### src/rtl/transformed_box_extents_macros.svh
// Assertion helpers used by the top-level RTL
`ifndef TRANSFORMED_BOX_EXTENTS_MACROS_SVH
`define TRANSFORMED_BOX_EXTENTS_MACROS_SVH

// same-cycle implication
`define TBE_ASSERT_IMP(lbl, clk, rst, ante, cons) \
   lbl: assert property (@(posedge clk) disable iff (rst) (ante) |-> (cons)) \
      else $error("tbe assertion failed");

// next-cycle implication
`define TBE_ASSERT_NXT(lbl, clk, rst, ante, cons) \
   lbl: assert property (@(posedge clk) disable iff (rst) (ante) |=> (cons)) \
      else $error("tbe assertion failed");

`endif

### src/rtl/tbe_pkg.sv
package tbe_pkg;

   localparam int COORD_WIDTH = 32;
   localparam int FRAC_BITS   = 16;
   localparam int DATA_W      = 32;
   localparam int ACC_W       = 64;
   localparam int REQ_DATA_W  = 328;
   localparam int RSP_DATA_W  = 192;

   localparam logic [1:0] ACT_LOAD   = 2'd0;
   localparam logic [1:0] ACT_BOX    = 2'd1;
   localparam logic [1:0] ACT_FINISH = 2'd2;
   localparam logic [1:0] ACT_NOP    = 2'd3;

   localparam logic [1:0] ROW_W_TERM = 2'd3;
   localparam logic [1:0] COL_T      = 2'd3;
   localparam logic [1:0] COL_LAST   = 2'd2;
   localparam logic [2:0] CORNER_LAST = 3'd7;

   // control from sequencer to the multiply-accumulate unit
   typedef struct packed {
      logic mul;
      logic acc;
      logic first;
   } mac_ctrl_type;

   // divider status back to sequencer
   typedef struct packed {
      logic done;
      logic zero_den;
   } div_stat_type;

endpackage

### src/rtl/tbe_mac.sv
module tbe_mac #(
   parameter int FRAC_BITS = tbe_pkg::FRAC_BITS
) (
   input  logic                             clock,
   input  tbe_pkg::mac_ctrl_type            ctrl,
   input  logic signed [tbe_pkg::DATA_W-1:0] coef,
   input  logic signed [tbe_pkg::DATA_W-1:0] coord,
   input  logic signed [tbe_pkg::DATA_W-1:0] coef_t,
   output logic signed [tbe_pkg::ACC_W-1:0]  acc
);

   logic signed [tbe_pkg::ACC_W-1:0] prod_ff, prod_in;
   logic signed [tbe_pkg::ACC_W-1:0] acc_ff, acc_in;
   logic signed [tbe_pkg::ACC_W-1:0] base;

   // exact product, registered
   assign prod_in = tbe_pkg::ACC_W'(coef) * tbe_pkg::ACC_W'(coord);

   // floored product folded into the row sum; the first term starts from t
   assign base   = ctrl.first ? tbe_pkg::ACC_W'(coef_t) : acc_ff;
   assign acc_in = base + (prod_ff >>> FRAC_BITS);

   always_ff @(posedge clock) begin
      if (ctrl.mul) begin
         prod_ff <= prod_in;
      end
      if (ctrl.acc) begin
         acc_ff <= acc_in;
      end
   end

   assign acc = acc_ff;

endmodule

### config.mk
export PLATFORM = sky130hd
export DESIGN_NAME = tbe_mac
export DESIGN_NICKNAME = d
export VERILOG_FILES = /design/src/rtl/transformed_box_extents_macros.svh /design/src/rtl/tbe_pkg.sv /design/src/rtl/tbe_mac.sv
export SDC_FILE = /design/constraint.sdc
export NUM_CORES = 2
export LEC_CHECK = 0
export BUFFER_PORTS_ARGS = -buffer_cell sky130_fd_sc_hd__buf_4
export CAP_MARGIN = 20
export CORE_MARGIN = 2
export CORE_UTILIZATION = 60
export DETAILED_ROUTE_END_ITERATION = 10
export GPL_ROUTABILITY_DRIVEN = 0
export PLACE_DENSITY_LB_ADDON = 0.1
export SYNTH_ARGS = -nofsm -noshare
export SYNTH_HDL_FRONTEND = slang
export SYNTH_SLANG_ARGS = --single-unit
### constraint.sdc
create_clock -name clock -period 7.92 [get_ports clock]
set_input_delay 0.792 -clock clock [delete_from_list [all_inputs] [get_ports clock]]
set_output_delay 0.792 -clock clock [all_outputs]
set_load 0.02 [all_outputs]
**Word level (Yosys, flattened, before mapping)**

Index checks and enable logic that the tools add are counted.
Widths: inputs -> output; s select.

- Output and inout bits: 64
- Logic and storage cells: 5
- Input port bits: 100
- Register bits: 128

- Multipliers: 1
- Add/subtract/negate cells: 1
- Multiplexer cells: 1

Operators with widths:

| kind | count |
|---|---|
| $add 64x48->64 | 1 |
| $mul 32x32->64 | 1 |
| $mux 64 | 1 |

**Depth between registers and ports, before layout**

- Word-level depth: 2
- Depth in mapped cells: 31
- Mapped depth without buffers: 29

**Worst setup path before layout**

Ideal clock, no wire load.

- Kind: input -> register
- Start point: input coef[31] in the netlist's numbering
- End point: register prod_ff[63] in the netlist's numbering, data pin
- Path slack: -0.422 ns
- Data required time: 7.662 ns
- Arrival time: 8.084 ns
- Cell stages on the path: 30
- Buffers on the path: 2
- Library setup time: 0.258 ns
- Cells stage by stage: clkbuf_1 nand2_1 inv_1 fa_1 inv_1 fa_1 inv_1 fa_1 fa_1 inv_1 fa_1 inv_1 fa_1 inv_1 fa_1 inv_1 fa_1 ha_1 clkbuf_1 nand2_1 o21ai_1 a21o_1 a21oi_1 nor2_1 nor2_1 o31a_1 o32ai_2 a311oi_2 o21ba_1 xnor2_1

- Longest elaborated chain between the ends: 1

Ends and longest elaborated chain:

| what | line | RTL |
|---|---|---|
| from (decl) | tbe_mac.sv:6 | `input logic signed [tbe_pkg::DATA_W-1:0] coef,` |
| $mul 32x32->64 | tbe_mac.sv:17 | `assign prod_in = tbe_pkg::ACC_W'(coef) * tbe_pkg::ACC_W'(coord);` |
| via prod_in, one bit | tbe_mac.sv:12 | `logic signed [tbe_pkg::ACC_W-1:0] prod_ff, prod_in;` |
| to (signal assigned) | tbe_mac.sv:25 | `prod_ff <= prod_in;` |
| to (decl) | tbe_mac.sv:12 |  |

The timed path passes the listed nets, and every way through them passes these cells.
A chain may end at the register's enable or synchronous reset.

**Final worst setup path**

- Start point: input coef[20] in the netlist's numbering
- End point: register prod_ff[51] in the netlist's numbering, data pin

Same word-level chain as after synthesis.

==> summary.md <==
| Metric | Value |
|---|---|
| Largest family of logic cells by synthesized area | `adder cells` |
| Area grow syn2layout | `12.4%` |
| Routed vias | `roughly 31000` |
| # rows | `roughly 100` |
| Status | `complete, no violations` |
| Largest cells by area after synthesis | `fa_1, inv_1, edfxtp_1` |
| Post-synthesis register bit count | `112` |
| CP required | `~8000 ps` |
| Cell taking the most area after synthesis | `fa_1` |
| Synth unique cells | `72` |
| Io pins | `164` |
| Setup-failing EPs final | `0` |
| Drt wl/cell | `approximately 19 µm` |
| List of most frequent post-synthesis cells | `fa_1, inv_1, nand2_1` |
| HP Class | `reg2reg` |
| Dpl hpwl | `97100 µm` |
| Num CTS Buffers | `9` |
| Post-Syn Area | `roughly 43000 µm²` |
| FF/Latch Area | `between 3000 and 4000 µm²` |
| Share of synthesized registers carrying an async set or reset | `0%` |
| CP Max Fanout | `10` |
| Critical Path Start Type | `input port` |
| Port bufs | `163` |
| Ys flop type | `edfxtp_1` |
| Synth warnings | `0` |
| XOR/XNOR share of the synthesized area | `2.47%` |
| Final Max Slew Viols | `0` |
| CP Capture Type | `flop` |
| # fillers | `between 5000 and 6000` |
| Met1 usage | `47.6%` |
| Nets | `6291` |
| Worst hold path cell count | `1` |
| Via count of the first global-routing pass | `about 34000` |
| CP arrival | `between 7000 and 8000 ps` |
| Pre-antenna DRT Iters | `5` |
| Die width | `273 µm` |
| Share of layout cells above drive strength 1 | `13.7%` |
| Final Hold Slack | `553 ps` |
| Largest net degree at the start of global routing | `66` |
| Mux share of post-synthesis cell area | `less than 1%` |
| CTS Root Cell | `clkbuf_16` |
| Via density | `5.40` |
| Clock Path Buffers | `2` |
| GRT met2 Usage | `49.0%` |
| Setup CP Type | `in2reg` |
| Mean Syn Cell Area | `9.49 µm²` |
| H-tree levels | `3` |
| Gr busiest metal | `met2` |
| Worst-case reg-to-reg path depth | `15` |
| Initial DRC count | `2387` |
| ANT cells | `0` |
| Post-Synth Simple-Gate Area | `around 15%` |
| Final wirelength | `about 110000 µm` |
| Clock slew at reported path FFs | `approximately 70 ps` |
| Clock sink count | `112` |
| Worst slew margin | `36.4%` |
| Grt met3 use | `4.43%` |
| Multi-input gate area | `35500 µm²` |
| Initial antenna violation count | `2` |
| Sequential fraction of the synthesis area | `under 10%` |
| Initial Utilization | `60.5%` |
| First-pass GRT wire length | `182000 µm` |
| Grt ovf | `0` |
| Crit path time final | `7700 ps` |
| Count of hold-fix buffers inserted at cts | `0` |
| Area of placed instances | `47700 µm²` |
| Post-synth top area share | `around half` |
| Total nets after synthesis | `5985` |
| Tcrit/Tclk final | `97.3%` |
| EDFF count, synth | `112` |
| Final Cell Area | `48600 µm²` |
| Clock skew | `12.1 ps` |
| Residual DRC | `0` |
| Adder-cell share of the synthesized area | `roughly 57%` |
| Core region area | `~70000 µm²` |
| Final hold vios | `0` |
| Complex-gate fraction of the synthesized area | `6.21%` |
| CTS tree | `yes` |
| Post-Layout Cell Count | `5821` |
| FMAX | `0.130 GHz` |
| Top-count cell post-synth | `fa_1` |
| Core Util, Final | `68.1%` |
| Slew @ Worst Pin | `between 900 and 1000 ps` |
| Placed insts | `5793` |
| Clk_lat worst skew | `370 ps` |
| Max Cap Viol | `0` |
| Die area | `74300 µm²` |
| RSZ-0062 raised after global routing | `yes` |
| Die Span Y | `~270 µm` |
| Mapped Cells | `4560` |
| Gr usage total | `31.2%` |
| Post-route ant nets | `0` |
[layout make-up]
class | instances | area share [%]
clock buffer | 9 | 0.463
inverter | 1036 | 8.00
tap | 950 | 2.44
timing repair buffer | 527 | 9.09
sequential | 112 | 6.91
clock inverter | 7 | 0.126
multi-input combinational | 3180 | 73.0
[through the flow]
stage                     TNS (ps)  setup slack, ps
after floorplan              -51.4            -47.3
after global placement       -3640             -426
after detailed placement     -4850             -464
after CTS                        0             8.86
after global routing          -185            -49.8
final                            0              216
[sequential cells by signal (all words and copies together), names as in the netlist]
signal,cells
acc,64
prod_ff,48
[path summary, 6_finish.rpt]
kind                                   from     endpoint  slack, ps
worst max-delay path               coef[20]  prod_ff[51]        220
worst min-delay path            prod_ff[16]       acc[0]        550
worst max register to register       acc[0]      acc[44]       3980
worst min register to register  prod_ff[16]       acc[0]        550
[kinds of logic (layout without fill, tap and decap cells)]
| family | after synthesis | in the layout |
|---|---|---|
| buffers and inverters | 1268 | 1579 |
| DFF | 112 | 112 |
| adders and majority gates | 1325 | 1325 |
| muxes | 31 | 31 |
| xor gates and xnor gates | 122 | 122 |
| AOI/OAI and AO/OA | 414 | 414 |
| and+or+nand+nor | 1288 | 1288 |
[placed cells by master (no fill, tap or decap), types with 7 or more instances in the layout]
cell type	netlist	final
edfxtp_1	112	112
buf_8	0	9
o21ai_1	10	10
and3_1	14	13
a211oi_1	7	7
o21bai_1	20	20
nand4_1	29	29
buf_4	0	467
buf_12	0	20
buf_6	0	29
o211ai_1	7	7
fa_1	1082	1063
o31ai_1	7	7
fa_2	0	19
a31oi_1	10	10
inv_1	1035	1024
nand2_1	579	576
o21ai_0	91	88
nand2b_1	20	20
nor3_1	14	14
o21a_1	23	23
and2_1	489	478
a21o_1	66	66
a21oi_1	121	112
and2_4	0	10
ha_1	243	234
xor2_1	42	42
xnor2_1	80	80
nor2_1	93	92
ha_4	0	9
clkbuf_16	0	10
mux2_2	30	30
nor2b_1	15	14
inv_2	1	11
a21oi_2	2	11
nand3_1	20	19
[layer usage]
metal | vias to the layer above | share of wire (%)
met5 | - | 0.012
met4 | 2 | 1.6
met3 | 102 | 7.8
met2 | 1063 | 45
met1 | 16100 | 46
li1 | 14100 | -
[critical path, cell delays in order]
cell and delay [ps]:
buf_4 170, and2_1 190, fa_1 530, fa_1 570
inv_1 60, fa_1 510, fa_1 520, inv_1 50
fa_1 550, fa_1 430, fa_1 540, fa_1 440
ha_1 330, buf_4 170, a21o_1 210, a21o_1 180
a21oi_1 140, o21ai_0 90, a21o_1 180, a21oi_1 240
nand3b_1 140, o21ai_2 210, o221a_2 270, nor3b_1 60
o31a_1 250
[timing repair]
item / CTS / global route
gates cloned: 0 / 1
pin swaps: 0 / 74
resized for setup: 1 / 126
setup buffers: 0 / 11
endpoints found under the setup margin: 1 / 16
Power is not shown: default switching activity piles up to over one toggle a cycle in this logic, so the estimate is an artifact.
