[src/rtl/transformed_box_extents_macros.svh]
// Assertion helpers used by the top-level RTL
`ifndef TRANSFORMED_BOX_EXTENTS_MACROS_SVH
`define TRANSFORMED_BOX_EXTENTS_MACROS_SVH

// same-cycle implication
`define TBE_ASSERT_IMP(lbl, clk, rst, ante, cons) \
   lbl: assert property (@(posedge clk) disable iff (rst) (ante) |-> (cons)) \
      else $error("tbe assertion failed");

// next-cycle implication
`define TBE_ASSERT_NXT(lbl, clk, rst, ante, cons) \
   lbl: assert property (@(posedge clk) disable iff (rst) (ante) |=> (cons)) \
      else $error("tbe assertion failed");

`endif

[src/rtl/tbe_pkg.sv]
package tbe_pkg;

   localparam int COORD_WIDTH = 32;
   localparam int FRAC_BITS   = 16;
   localparam int DATA_W      = 32;
   localparam int ACC_W       = 64;
   localparam int REQ_DATA_W  = 328;
   localparam int RSP_DATA_W  = 192;

   localparam logic [1:0] ACT_LOAD   = 2'd0;
   localparam logic [1:0] ACT_BOX    = 2'd1;
   localparam logic [1:0] ACT_FINISH = 2'd2;
   localparam logic [1:0] ACT_NOP    = 2'd3;

   localparam logic [1:0] ROW_W_TERM = 2'd3;
   localparam logic [1:0] COL_T      = 2'd3;
   localparam logic [1:0] COL_LAST   = 2'd2;
   localparam logic [2:0] CORNER_LAST = 3'd7;

   // control from sequencer to the multiply-accumulate unit
   typedef struct packed {
      logic mul;
      logic acc;
      logic first;
   } mac_ctrl_type;

   // divider status back to sequencer
   typedef struct packed {
      logic done;
      logic zero_den;
   } div_stat_type;

endpackage

[src/rtl/tbe_div.sv]
module tbe_div #(
   parameter int COORD_WIDTH = tbe_pkg::COORD_WIDTH,
   parameter int FRAC_BITS   = tbe_pkg::FRAC_BITS
) (
   input  logic                              clock,
   input  logic                              reset,
   input  logic                              start,
   input  logic signed [tbe_pkg::ACC_W-1:0]  num,
   input  logic signed [tbe_pkg::ACC_W-1:0]  den,
   output logic signed [COORD_WIDTH-1:0]     quot,
   output tbe_pkg::div_stat_type             stat
);

   localparam int AW    = tbe_pkg::ACC_W;
   localparam int QW    = AW + FRAC_BITS;
   localparam int CNT_W = $clog2(QW + 1);
   localparam logic [QW-1:0] LIM = (QW'(1) << (COORD_WIDTH - 1)) - QW'(1);

   logic              busy_ff, busy_in;
   logic              fin_ff, fin_in;
   logic              done_ff, done_in;
   logic              zero_ff, zero_in;
   logic [CNT_W-1:0]  cnt_ff, cnt_in;
   logic [QW-1:0]     dvd_ff, dvd_in;
   logic [QW-1:0]     quo_ff, quo_in;
   logic [AW:0]       rem_ff, rem_in;
   logic [AW-1:0]     md_ff, md_in;
   logic              neg_ff, neg_in;
   logic signed [COORD_WIDTH-1:0] res_ff, res_in;

   logic [AW-1:0] mn, md;
   logic [AW:0]   rem_sh;
   logic          ge;
   logic [QW-1:0] mag_sat;

   assign mn = num[AW-1] ? AW'(-num) : AW'(num);
   assign md = den[AW-1] ? AW'(-den) : AW'(den);

   // one quotient bit per cycle
   assign rem_sh = {rem_ff[AW-1:0], dvd_ff[QW-1]};
   assign ge     = rem_sh >= {1'b0, md_ff};

   always_comb begin
      busy_in = busy_ff;
      fin_in  = 1'b0;
      done_in = 1'b0;
      zero_in = zero_ff;
      cnt_in  = cnt_ff;
      dvd_in  = dvd_ff;
      quo_in  = quo_ff;
      rem_in  = rem_ff;
      md_in   = md_ff;
      neg_in  = neg_ff;
      res_in  = res_ff;
      mag_sat = quo_ff;
      if (start) begin
         zero_in = (den == '0);
         if (den == '0) begin
            done_in = 1'b1;
            if (num == '0) begin
               res_in = '0;
            end else if (num[AW-1]) begin
               res_in = -COORD_WIDTH'(LIM + QW'(1));
            end else begin
               res_in = COORD_WIDTH'(LIM);
            end
         end else begin
            busy_in = 1'b1;
            cnt_in  = CNT_W'(QW);
            dvd_in  = QW'(mn) << FRAC_BITS;
            quo_in  = '0;
            rem_in  = '0;
            md_in   = md;
            neg_in  = num[AW-1] ^ den[AW-1];
         end
      end else if (busy_ff) begin
         rem_in = ge ? rem_sh - {1'b0, md_ff} : rem_sh;
         quo_in = {quo_ff[QW-2:0], ge};
         dvd_in = dvd_ff << 1;
         cnt_in = cnt_ff - CNT_W'(1);
         if (cnt_ff == CNT_W'(1)) begin
            busy_in = 1'b0;
            fin_in  = 1'b1;
         end
      end else if (fin_ff) begin
         // saturate magnitude, then apply sign
         if (neg_ff) begin
            mag_sat = (quo_ff > LIM + QW'(1)) ? LIM + QW'(1) : quo_ff;
            res_in  = -COORD_WIDTH'(mag_sat);
         end else begin
            mag_sat = (quo_ff > LIM) ? LIM : quo_ff;
            res_in  = COORD_WIDTH'(mag_sat);
         end
         done_in = 1'b1;
      end
   end

   always_ff @(posedge clock) begin
      if (reset) begin
         busy_ff <= 1'b0;
         fin_ff  <= 1'b0;
         done_ff <= 1'b0;
         zero_ff <= 1'b0;
      end else begin
         busy_ff <= busy_in;
         fin_ff  <= fin_in;
         done_ff <= done_in;
         zero_ff <= zero_in;
      end
   end

   always_ff @(posedge clock) begin
      cnt_ff <= cnt_in;
      dvd_ff <= dvd_in;
      quo_ff <= quo_in;
      rem_ff <= rem_in;
      md_ff  <= md_in;
      neg_ff <= neg_in;
      res_ff <= res_in;
   end

   assign quot          = res_ff;
   assign stat.done     = done_ff;
   assign stat.zero_den = zero_ff;

endmodule

[config.mk]
export PLATFORM = sky130hd
export DESIGN_NAME = tbe_div
export DESIGN_NICKNAME = d
export VERILOG_FILES = /design/src/rtl/transformed_box_extents_macros.svh /design/src/rtl/tbe_pkg.sv /design/src/rtl/tbe_div.sv
export SDC_FILE = /design/constraint.sdc
export NUM_CORES = 1
export LEC_CHECK = 0
export BUFFER_PORTS_ARGS = -buffer_cell sky130_fd_sc_hd__buf_4
export CORE_AREA = 8 8 241 243
export DETAILED_ROUTE_END_ITERATION = 10
export DIE_AREA = 0 0 249 251
export PLACE_DENSITY = 0.51
export SLEW_MARGIN = 20
export SYNTH_ARGS = -nofsm -noshare
export SYNTH_HDL_FRONTEND = slang
export SYNTH_SLANG_ARGS = --single-unit
[constraint.sdc]
create_clock -name clock -period 19.8 [get_ports clock]
set_clock_uncertainty 0.15 [all_clocks]
set_input_delay 0.99 -clock clock [delete_from_list [all_inputs] [get_ports clock]]
set_output_delay 0.99 -clock clock [all_outputs]
set_load 0.005 [all_outputs]
Yosys cells after proc, flatten, opt, wreduce, memory -nomap -nowiden:

Cells that the tools add are included.

* reduce and logical (&&, ||, !) cells: 8
* order comparisons: 3
* equal/unequal tests: 4
* multiplexer cells: 33
* add/sub/neg operators: 5
* bitwise operators: 3

Operators by type and width (number)
* $mux W80: 6
* $mux W64: 5
* $mux W32: 9
* $logic_not A64 Y1: 2
* $neg A64 Y64: 2
* $gt A80 B31 Y1 const B: 1
* $gt A80 B32 Y1 const B: 1
* $ge A65 B64 Y1: 1
* $sub A64 B64 Y64: 1
* $mux W63: 1
* $neg A32 Y32: 1
* $mux W7: 3
* $mux W1: 9
* $eq A7 B1 Y1 const B: 1
* $sub A7 B1 Y7 const B: 1
* $ne A2 B2 Y1 const B: 2
* $reduce_and A2 Y1: 2
* $reduce_bool A2 Y1: 2
* $reduce_and A3 Y1: 1
* $reduce_or A3 Y1: 1
* $ne A2 B1 Y1 const B: 1
* $not A1 Y1: 2
* $xor A1 B1 Y1: 1

* output and inout bits: 34
* logic and storage cells: 68
* input port bits: 131
* register bits: 332

Depth between registers and ports, before layout:

Gate-level depths: netlist (run 1).

* depth after elaboration: 7
* gate-level depth with buffers: 16
* gate-level depth less buffers: 14

Least setup slack after synthesis (run 1):

OpenSTA, ideal clock, no wires.

* path type: input-to-reg
* start: input port den[0] in the netlist's numbering
* end: register cnt_ff[0] (enable)
* path slack: 10.985 ns
* library setup time: 0.574 ns
* data required time: 19.076 ns
* data arrival time: 8.091 ns
* stages: 11
* path through: inv_1 -> ha_1 -> nand2b_1 -> nor3_1 -> nand3_1 -> nor3_1 -> nand3_1 -> or2_2 -> or4_1 -> o31a_1 -> a21o_1

* word-level cells in the longest chain between the ends: 3

Ends and longest elaborated chain
* start, declared: RTL line tbe_div.sv:9 `input logic signed [tbe_pkg::ACC_W-1:0] den,`
* $logic_not A64 Y1: RTL line tbe_div.sv:58 `if (den == '0) begin`
* $ne A2 B2 Y1 (no line)
* $reduce_and A2 Y1 (no line)
* end signal, assigned: RTL line tbe_div.sv:113 `cnt_ff <= cnt_in;`
* end, declared: RTL line tbe_div.sv:23 `logic [CNT_W-1:0] cnt_ff, cnt_in;`

No other way between the ends.
A chain may end at the register's enable or synchronous reset.

Worst setup path in the final report (run 1):

* start: input port den[9] in the netlist's numbering
* end: register rem_ff[13] (enable)

* word-level cells in the longest chain between the ends: 3

Ends and longest elaborated chain
* $logic_not A64 Y1: RTL line tbe_div.sv:58
* $ne A2 B2 Y1 (no line)
* $reduce_and A2 Y1 (no line)
* end signal, assigned: RTL line tbe_div.sv:116 `rem_ff <= rem_in;`
* end, declared: RTL line tbe_div.sv:26 `logic [AW:0] rem_ff, rem_in;`

No other way between the ends.

==> results of run 1 <==
[routing by layer]
layer / GRT usage, % / part of all wire (%)
met4: 4.58 / 2.4
met1: 22.0 / 47
met5: 0 / 0
met2: 26.9 / 46
met3: 2.46 / 3.9
[final cells by class]
class                      count  area [sq um]
clock buffer                  47          1030
clock inverter                24           289
antenna                        1          2.50
sequential                   316          9450
fill                        5296         31300
tap                          704           881
inverter                      98           368
timing repair buffer         178          1370
multi-input combinational   1549          9690
[state kept, by name, summed over array words and instances (netlist names)]
register	count
quot	32
dvd_ff	64
cnt_ff	7
rem_ff	64
fin_ff	1
neg_ff	1
md_ff	64
quo_ff	80
busy_ff	1
zero_ff	1
done_ff	1
[synth_stat cells (28+ instances only)]
cell	number
a21oi_1	205
xor2_1	84
nor2_1	164
nor2b_1	90
xnor2_1	97
nand2_1	200
nor3_1	43
or4_1	28
o31ai_1	57
inv_1	96
clkbuf_1	96
ha_1	69
o21ai_0	120
a21o_1	47
nand3_1	39
or3_1	40
edfxtp_1	312
[cell families (layout without fill, tap and decap cells)]
logic type / count (synthesis) / after routing / share of synthesized area [%]
adders and majority gates: 70 / 70 / 4.44
and+or+nand+nor: 707 / 707 / 17.6
buffers and inverters: 204 / 347 / 3.95
AOI/OAI and AO/OA: 589 / 589 / 18.5
DFF: 316 / 316 / 47.5
muxes: 2 / 2 / 0.107
xor gates and xnor gates: 181 / 181 / 7.97
other: 0 / 1 / 0
[worst register-to-register path, delay by kind of cell, from the launching register on]
family / cells / cell delay [ps]
AOI/OAI and AO/OA: 5 / 890
DFF: 1 / 470
and+or+nand+nor: 8 / 2580
adders and majority gates: 1 / 550
[placed cells by master, fill, tap and decap left out, types with 9 or more instances in the layout]
master | synthesis | layout
ha_1 | 69 | 69
a211oi_1 | 27 | 27
buf_4 | 5 | 175
o21ai_0 | 120 | 120
a21o_1 | 47 | 46
nor4_1 | 19 | 19
o21a_1 | 11 | 11
clkbuf_16 | 0 | 40
o41ai_1 | 25 | 25
xnor2_1 | 97 | 97
inv_1 | 96 | 96
o211ai_1 | 11 | 11
or4_1 | 28 | 28
nand3_1 | 39 | 39
nor3_1 | 43 | 43
a31oi_1 | 12 | 12
o31ai_1 | 57 | 57
o21ai_1 | 11 | 11
edfxtp_1 | 312 | 312
o21bai_1 | 14 | 14
or2_2 | 13 | 13
xor2_1 | 84 | 84
nor2b_1 | 90 | 89
and3_1 | 9 | 9
or3_1 | 40 | 40
a21oi_1 | 205 | 205
nor2_1 | 164 | 163
nand4_1 | 22 | 22
nand2b_1 | 13 | 12
nand2_1 | 200 | 200
[per-stage QoR]
stage               std cells  total power [mW]  cell area, sq um
finish                   2917              2.58             23100
global route             2917              2.75             23100
CTS                      2915              2.60             23000
detailed placement       2844              1.84             21700
global placement         2843              1.84             21700
floorplan                2069              1.60             19900
[worst min-delay path by stage]
stage	start	to	slack, ps	cells past startpoint
2_1_floorplan	busy_ff	fin_ff	300	2
3_3_place_gp	busy_ff	fin_ff	330	2
3_5_place_dp	busy_ff	fin_ff	340	2
4_1_cts	busy_ff	fin_ff	340	2
5_1_grt	busy_ff	fin_ff	380	2
6_report	busy_ff	fin_ff	350	2
[power groups by stage]
stage / registers, mW / logic [mW] / clock network, mW
after floorplan: 0.918 / 0.678 / 0
after global placement: 0.934 / 0.906 / 0
after detailed placement: 0.934 / 0.907 / 0
after CTS: 0.922 / 0.915 / 0.759
after global routing: 0.934 / 1.03 / 0.786
final: 0.921 / 0.918 / 0.737
==> flow_metrics.py, run 1 <==
metrics = {
    "synthesis": {
        "yosysUniqueCellTypes": 72,
        "synth.cell_area_sq_um": 19900,
        "netlist.area_leader.share_pct": 47.1,
        "synth-seq-cells": 316,
        "syn_area_per_cell_sq_um": 9.62,
        "synth_edf_count": 312,
        "syn-num-nets": 2270,
        "synth_cells": 2069,
        "yosysSeqAreaShare_pct": 47.5,
        "synth_top_cell_by_area": "edfxtp_1",
        "synthTopCellsByArea": "edfxtp_1 47%, a21oi_1 5.2%, ha_1 4.3%, xnor2_1 4.3%, nand2_1 3.8%",
        "async_flop_share_pct": 0,
        "yosysWarnings": 0,
        "synthFlopType": "edfxtp_1",
    },
    "clock_tree": {
        "clk_pin_slew_worst_paths_ps": 60,
        "cts_hold_buf": 0,
        "cts_max_level": 2,
        "post-cts-setup-buffers": 0,
        "cts.sinks": 316,
        "root_buffer": "clkbuf_16",
        "clk_path_buf_depth": 3,
        "cts_tree": "built",
        "worstSkewPairLatency_ps": 560,
        "cts_made_buffers": 39,
        "cts-resized-gates": 0,
    },
    "critical_path": {
        "crit_path_end": "rem_ff[13]",
        "r2r_start": "quo_ff[14]",
        "worstSetupStartpointType": "input pin",
        "r2r_cells": 14,
        "path_cells": "buf_4 -> or4_1 -> nor4_1 -> nand3_1 -> nor3_1 -> nand3_1 -> or2_2 -> or4_1 -> o31a_2 -> a21o_4 -> buf_4 -> buf_4",
        "crit_start": "den[9]",
        "cp_slowest_cell": "nor3_1",
        "cp.depth": 12,
        "critical-path-max-stage-delay_ps": 610,
        "r2r_slack_ps": 14880,
        "path_class": "input pin to flip-flop",
        "cpMostUsedCell": "buf_4",
        "critPathBufInv": 3,
        "cp.arrival_ps": 6420,
        "cp.required_ps": 19830,
        "r2r-end": "quot[16]",
        "critPathMaxFanout": 66,
        "crit_path_end_kind": "flip-flop",
        "critPathTopFamily": "simple AND/OR/NAND/NOR gates",
    },
    "power": {
        "power_frac_clock_pct": 28.6,
        "p_switching_uw": 903,
        "intPower_mw": 1.67,
        "combPwrFrac_pct": 35.6,
        "p_leak_nw": 8.70,
        "seqPwrFrac_pct": 35.8,
        "peakVddDrop_mv": 0.0624,
        "p_sw_share_pct": 35.1,
        "powerDensity_nw_per_um2": 112,
    },
    "place": {
        "port_buffers": 164,
        "gp_congestion": 0.872,
        "place_hpwl_um": 37000,
        "dp_slack_ps": 12490,
    },
    "timing": {
        "max_clock_freq_mhz": 157,
        "final_hold_viol_count": 0,
        "slew_headroom_pct": 30.9,
        "worst_slew_pin_slew_ps": 1040,
        "rsz0062_at_grt": "no",
        "fin_crit_sh_pct": 32.3,
        "tns_ps": 0,
        "setup_slack_ps": 13410,
        "fin_crit_ps": 6390,
        "slew_viol_final": 0,
        "setup-violations-final": 0,
        "hold_ws_ps": 345,
    },
    "die": {
        "core_sq_um": 54300,
        "io_pins": 165,
        "rows": 86,
        "die_x_um": 249,
        "die_h_um": 251,
        "dieArea_sq_um": 62500,
        "start_util_pct": 36.6,
    },
    "routing": {
        "wl_per_cell_um": 17.9,
        "via_count": 15700,
        "remaining_drc_errors": 0,
        "ant_nets": 0,
        "vias_per_cell": 5.38,
        "dr.pass1.iters": 6,
        "wirelength_um": 52300,
        "drt_iter0_drc": 984,
    },
    "run": {
        "maxCapViolations": 0,
    },
    "final_layout": {
        "drive_above_1_share_pct": 12.3,
        "nNetsFinal": 2383,
        "finish.utilization_pct": 42.5,
        "syn2layout_area_growth_pct": 15.9,
    },
    "grt": {
        "grt_pass1_vias": 15600,
        "antenna_found_initial": 1,
        "grt_pass1_wl_um": 84500,
        "grt_max_degree": 115,
        "grt-ovfl-total": 0,
        "grtUsageTotal_pct": 16.2,
    },
    "status": {
        "status": "complete, no violations",
    },
    "hold_path": {
        "hp-class": "flip-flop to flip-flop",
    },
}
No activity file was read; power rests on OpenSTA's default activity.
==> run 2: changes to the inputs <==
Clock period 19.8 ns to 6.1 ns, I/O delays scaled along.
==> flow_metrics.py, run 2 (synthesis results as in run 1) <==
metrics = {
    "clock_tree": {
        "cts_made_buffers": 40,
        "cts_tree": "built",
        "clk_pin_slew_worst_paths_ps": 60,
        "worstSkewPairLatency_ps": 550,
        "clk_path_buf_depth": 3,
        "cts_max_level": 2,
        "cts.sinks": 316,
        "root_buffer": "clkbuf_16",
        "cts-resized-gates": 0,
    },
    "routing": {
        "remaining_drc_errors": 0,
        "vias_per_cell": 5.38,
        "wl_per_cell_um": 18.0,
        "ant_nets": 0,
        "via_count": 16200,
        "dr.pass1.iters": 5,
        "drt_iter0_drc": 1075,
        "wirelength_um": 54100,
    },
    "place": {
        "dpl_cell_area_sq_um": 21800,
        "port_buffers": 164,
        "place_inst": 2846,
        "gp_congestion": 0.873,
        "dp_slack_ps": 783,
        "place_hpwl_um": 37800,
    },
    "timing": {
        "setup_slack_ps": 679,
        "fin_crit_ps": 5420,
        "rsz0062_at_grt": "no",
        "fin_crit_sh_pct": 88.9,
        "worst_slew_pin_slew_ps": 1040,
        "final_hold_viol_count": 0,
        "slew_headroom_pct": 30.8,
        "slew_viol_final": 0,
        "max_clock_freq_mhz": 184,
        "tns_ps": 0,
        "hold_ws_ps": 32.2,
        "setup-violations-final": 0,
    },
    "critical_path": {
        "r2r-end": "quot[16]",
        "worstSetupStartpointType": "input pin",
        "critPathMaxFanout": 99,
        "path_class": "input pin to flip-flop",
        "r2r_start": "quo_ff[14]",
        "r2r_cells": 14,
        "r2r_slack_ps": 1190,
        "cp.required_ps": 6140,
        "cp.arrival_ps": 5460,
        "crit_path_end_kind": "flip-flop",
    },
    "final_layout": {
        "fillers": 5239,
        "drive_above_1_share_pct": 11.9,
        "instances_no_fill": 3013,
        "syn2layout_area_growth_pct": 20.8,
        "diodes": 0,
        "mostFrequentLayoutCells": "312 x edfxtp_1, 205 x a21oi_1, 200 x nand2_1, 176 x buf_4, 163 x nor2_1",
        "nNetsFinal": 2481,
        "fin_area_sq_um": 24000,
        "final_common_cell": "edfxtp_1",
        "multi_input_area_sq_um": 9700,
        "largest_register_ffs": 80,
        "seqCellArea_sq_um": 9450,
        "largest_register": "quo_ff",
        "finish.utilization_pct": 44.2,
    },
    "hold_path": {
        "min_from": "num[61]",
        "hold-path-endpoint": "dvd_ff[77]",
        "hp-class": "input pin to flip-flop",
        "min_path_cells": 3,
    },
    "die": {
        "die_x_um": 249,
        "die_h_um": 251,
        "dieArea_sq_um": 62500,
        "start_util_pct": 36.6,
        "core_sq_um": 54300,
        "rows": 86,
        "io_pins": 165,
    },
    "grt": {
        "grt_max_degree": 104,
        "grtUsageTotal_pct": 16.7,
        "grt_pass1_wl_um": 87100,
        "grt_pass1_vias": 15900,
        "antenna_found_initial": 0,
        "grt-ovfl-total": 0,
    },
    "power": {
        "powerDensity_nw_per_um2": 351,
        "power_mw": 8.45,
        "p_leak_nw": 9.13,
        "peakVddDrop_mv": 0.186,
    },
    "run": {
        "maxCapViolations": 0,
    },
    "status": {
        "status": "complete, no violations",
    },
}
[run 2: changes by cell type in the layout (fill, tap and decap cells not counted), moves of 2 or more]
cell	change
inv_6	+2
buf_12	+2
clkinv_2	+3
dlygate4sd3_1	+96
clkbuf_1	-3
[run 2: report_power, final]
part,total [mW],switching [mW],internal (mW)
combinational,3.06,1.85,1.21
sequential,3.00,0.182,2.81
clock,2.39,0.951,1.44
[run 2: area by class of cell]
cell class	instances	share of cell area [%]
Clock inverter	26	1.11
Clock buffer	45	4.33
Tap cell	704	3.66
Inverter	98	1.53
Timing Repair Buffer	275	9.72
Multi-Input combinational cell	1549	40.3
Sequential cell	316	39.3
[run 2: repair_timing]
item / in CTS / in global routing
setup buffers: 0 / 0
setup endpoints to repair: 0 / 0
endpoints found under the hold margin: 93 / 0
hold buffers: 96 / 0
[run 2: how the worst max path moves through the flow]
stage	startpoint	endpoint	slack [ps]	cells past startpoint
6_report	den[9]	rem_ff[62]	680	13
5_1_grt	den[9]	quo_ff[44]	520	13
4_1_cts	den[9]	quo_ff[44]	810	13
3_5_place_dp	den[9]	quo_ff[28]	780	12
3_3_place_gp	den[9]	quo_ff[29]	740	12
2_1_floorplan	den[9]	cnt_ff[0]	320	9
[run 2: layer usage]
metal  wire [um]  GRT usage (%)  share of wire, %
met5           0              0                 0
met4        1130           4.73               2.1
met3        1830           2.00               3.4
met2       25200           27.3                47
met1       26000           23.3                48
[run 2: worst max-delay path, cell delays in order]
cell and delay (ps):
dlygate4sd3_1 540, buf_4 140, or4_1 600, nor4_1 240
buf_4 190, nand3_1 170, nor3_1 620, nand3_1 300
or2_2 380, or4_1 480, o31a_4 470, a21o_4 450
buf_12 330
==> run 3: changes to the inputs <==
Settings changed: CELL_PAD_IN_SITES_DETAIL_PLACEMENT set to 0, CELL_PAD_IN_SITES_GLOBAL_PLACEMENT set to 1, PLACE_DENSITY 0.51 to 0.62.
==> flow_metrics.py, run 3 (synthesis results as in run 1) <==
metrics = {
    "status": {
        "status": "complete, no violations",
    },
    "timing": {
        "max_clock_freq_mhz": 186,
        "fin_crit_ps": 5390,
        "final_hold_viol_count": 0,
        "tns_ps": 0,
        "slew_viol_final": 0,
        "worst_slew_pin_slew_ps": 1020,
        "setup-violations-final": 0,
        "rsz0062_at_grt": "no",
        "fin_crit_sh_pct": 88.3,
        "setup_slack_ps": 715,
        "slew_headroom_pct": 31.8,
    },
    "grt": {
        "grt_pass1_vias": 16200,
        "grt_pass1_wl_um": 87600,
        "grtUsageTotal_pct": 16.8,
        "antenna_found_initial": 0,
        "grt_max_degree": 109,
        "grt-ovfl-total": 0,
    },
    "critical_path": {
        "r2r_cells": 14,
        "path_cells": "dlygate4sd3_1 -> buf_4 -> or4_1 -> nor4_1 -> buf_4 -> nand3_1 -> nor3_1 -> nand3_1 -> or2_2 -> or4_1 -> o31a_4 -> a21o_4 -> buf_4",
        "critical-path-max-stage-delay_ps": 590,
        "crit_path_end_kind": "flip-flop",
        "cp.required_ps": 6210,
        "path_class": "input pin to flip-flop",
        "cp_slowest_cell": "nor3_1",
        "cp.arrival_ps": 5500,
        "worstSetupStartpointType": "input pin",
        "critPathMaxFanout": 66,
        "cpMostUsedCell": "buf_4",
    },
    "die": {
        "dieArea_sq_um": 62500,
        "start_util_pct": 36.6,
        "die_h_um": 251,
        "core_sq_um": 54300,
        "rows": 86,
        "die_x_um": 249,
        "io_pins": 165,
    },
    "final_layout": {
        "syn2layout_area_growth_pct": 20.8,
        "finish.utilization_pct": 44.2,
        "fin_area_sq_um": 24000,
        "largest_register": "quo_ff",
        "diodes": 0,
        "mostFrequentLayoutCells": "312 x edfxtp_1, 205 x a21oi_1, 200 x nand2_1, 175 x buf_4, 163 x nor2_1",
        "fillers": 5196,
        "nNetsFinal": 2485,
        "final_common_cell": "edfxtp_1",
        "drive_above_1_share_pct": 11.6,
        "largest_register_ffs": 80,
    },
    "power": {
        "seqPwrFrac_pct": 35.8,
        "combPwrFrac_pct": 36.8,
        "peakVddDrop_mv": 0.184,
        "power_frac_clock_pct": 27.4,
        "p_sw_share_pct": 35.4,
        "intPower_mw": 5.41,
        "p_switching_mw": 2.96,
        "powerDensity_nw_per_um2": 348,
        "p_leak_nw": 9.11,
    },
    "routing": {
        "wl_per_cell_um": 17.9,
        "wirelength_um": 53900,
        "remaining_drc_errors": 0,
        "ant_nets": 0,
        "via_count": 16000,
        "vias_per_cell": 5.32,
        "dr.pass1.iters": 5,
        "drt_iter0_drc": 1030,
    },
    "clock_tree": {
        "cts_hold_buf": 100,
        "clk_pin_slew_worst_paths_ps": 60,
        "cts_tree": "built",
        "clk_path_buf_depth": 3,
        "root_buffer": "clkbuf_16",
        "cts_max_level": 2,
        "cts.sinks": 316,
        "worstSkewPairLatency_ps": 560,
        "cts_made_buffers": 40,
        "cts-resized-gates": 0,
        "post-cts-setup-buffers": 0,
    },
    "place": {
        "gp_congestion": 0.841,
        "dpl_cell_area_sq_um": 21800,
        "dp_slack_ps": 678,
        "place_hpwl_um": 37800,
        "port_buffers": 164,
    },
    "run": {
        "maxCapViolations": 0,
    },
    "hold_path": {
        "hp-class": "input pin to flip-flop",
        "min_path_cells": 3,
    },
}
-- run 3: cell count changes in the layout (fill, tap and decap cells not counted) --
cell / before / now
buf_12: 2 / 3
buf_4: 176 / 175
bufinv_16: 5 / 3
clkbuf_1: 4 / 7
clkbuf_16: 41 / 42
clkinv_2: 9 / 4
clkinv_4: 1 / 0
clkinv_8: 0 / 1
dlygate4sd3_1: 96 / 100
inv_6: 3 / 1
-- run 3: path summary, 6_finish.rpt --
kind / startpoint / to / slack (ps)
min reg2reg: zero_ff / zero_ff / 340
min: num[59] / dvd_ff[75] / 20
max: den[9] / dvd_ff[31] / 710
max reg2reg: quo_ff[14] / quot[16] / 1030
-- run 3: cell type report --
type,count,area [sq um],share of cell area (%)
clock inverter,17,173,0.718
clock buffer,49,1080,4.48
sequential,316,9450,39.3
inverter,98,368,1.53
tap,704,881,3.66
multi-input combinational,1549,9700,40.4
timing repair buffer,279,2390,9.94
-- run 3: metal layers --
metal / track usage, % / vias up / part of all wire, %
li1: - / 8025 / -
met1: 22.2 / 7679 / 47
met2: 28.7 / 256 / 48
met3: 2.19 / 66 / 3.2
met4: 4.46 / 0 / 1.9
met5: 0 / - / 0
-- run 3: critical path, delay by kind of cell --
family,cells,cell delay (ps)
AND/OR/NAND/NOR,7,2820
buffers and inverters,4,1310
AO/OA/AOI/OAI,2,1000
-- run 3: per-stage QoR --
step	total power, mW	hold WS (ps)	instances
after CTS	8.45	1.08	3012
after global routing	8.92	23.6	3012
after floorplan	5.17	231	2069
after global placement	6.04	322	2846
final	8.36	21.5	3012
after detailed placement	6.04	337	2846
-- run 3: power groups by stage --
| stage | Sequential (mW) | Clock [mW] | Combinational (mW) |
|---|---|---|---|
| 2_1_floorplan | 2.97 | 0 | 2.20 |
| 3_3_place_gp | 3.03 | 0 | 3.01 |
| 3_5_place_dp | 3.03 | 0 | 3.01 |
| 4_1_cts | 2.99 | 2.38 | 3.08 |
| 5_1_grt | 3.03 | 2.44 | 3.45 |
| 6_report | 2.99 | 2.29 | 3.08 |
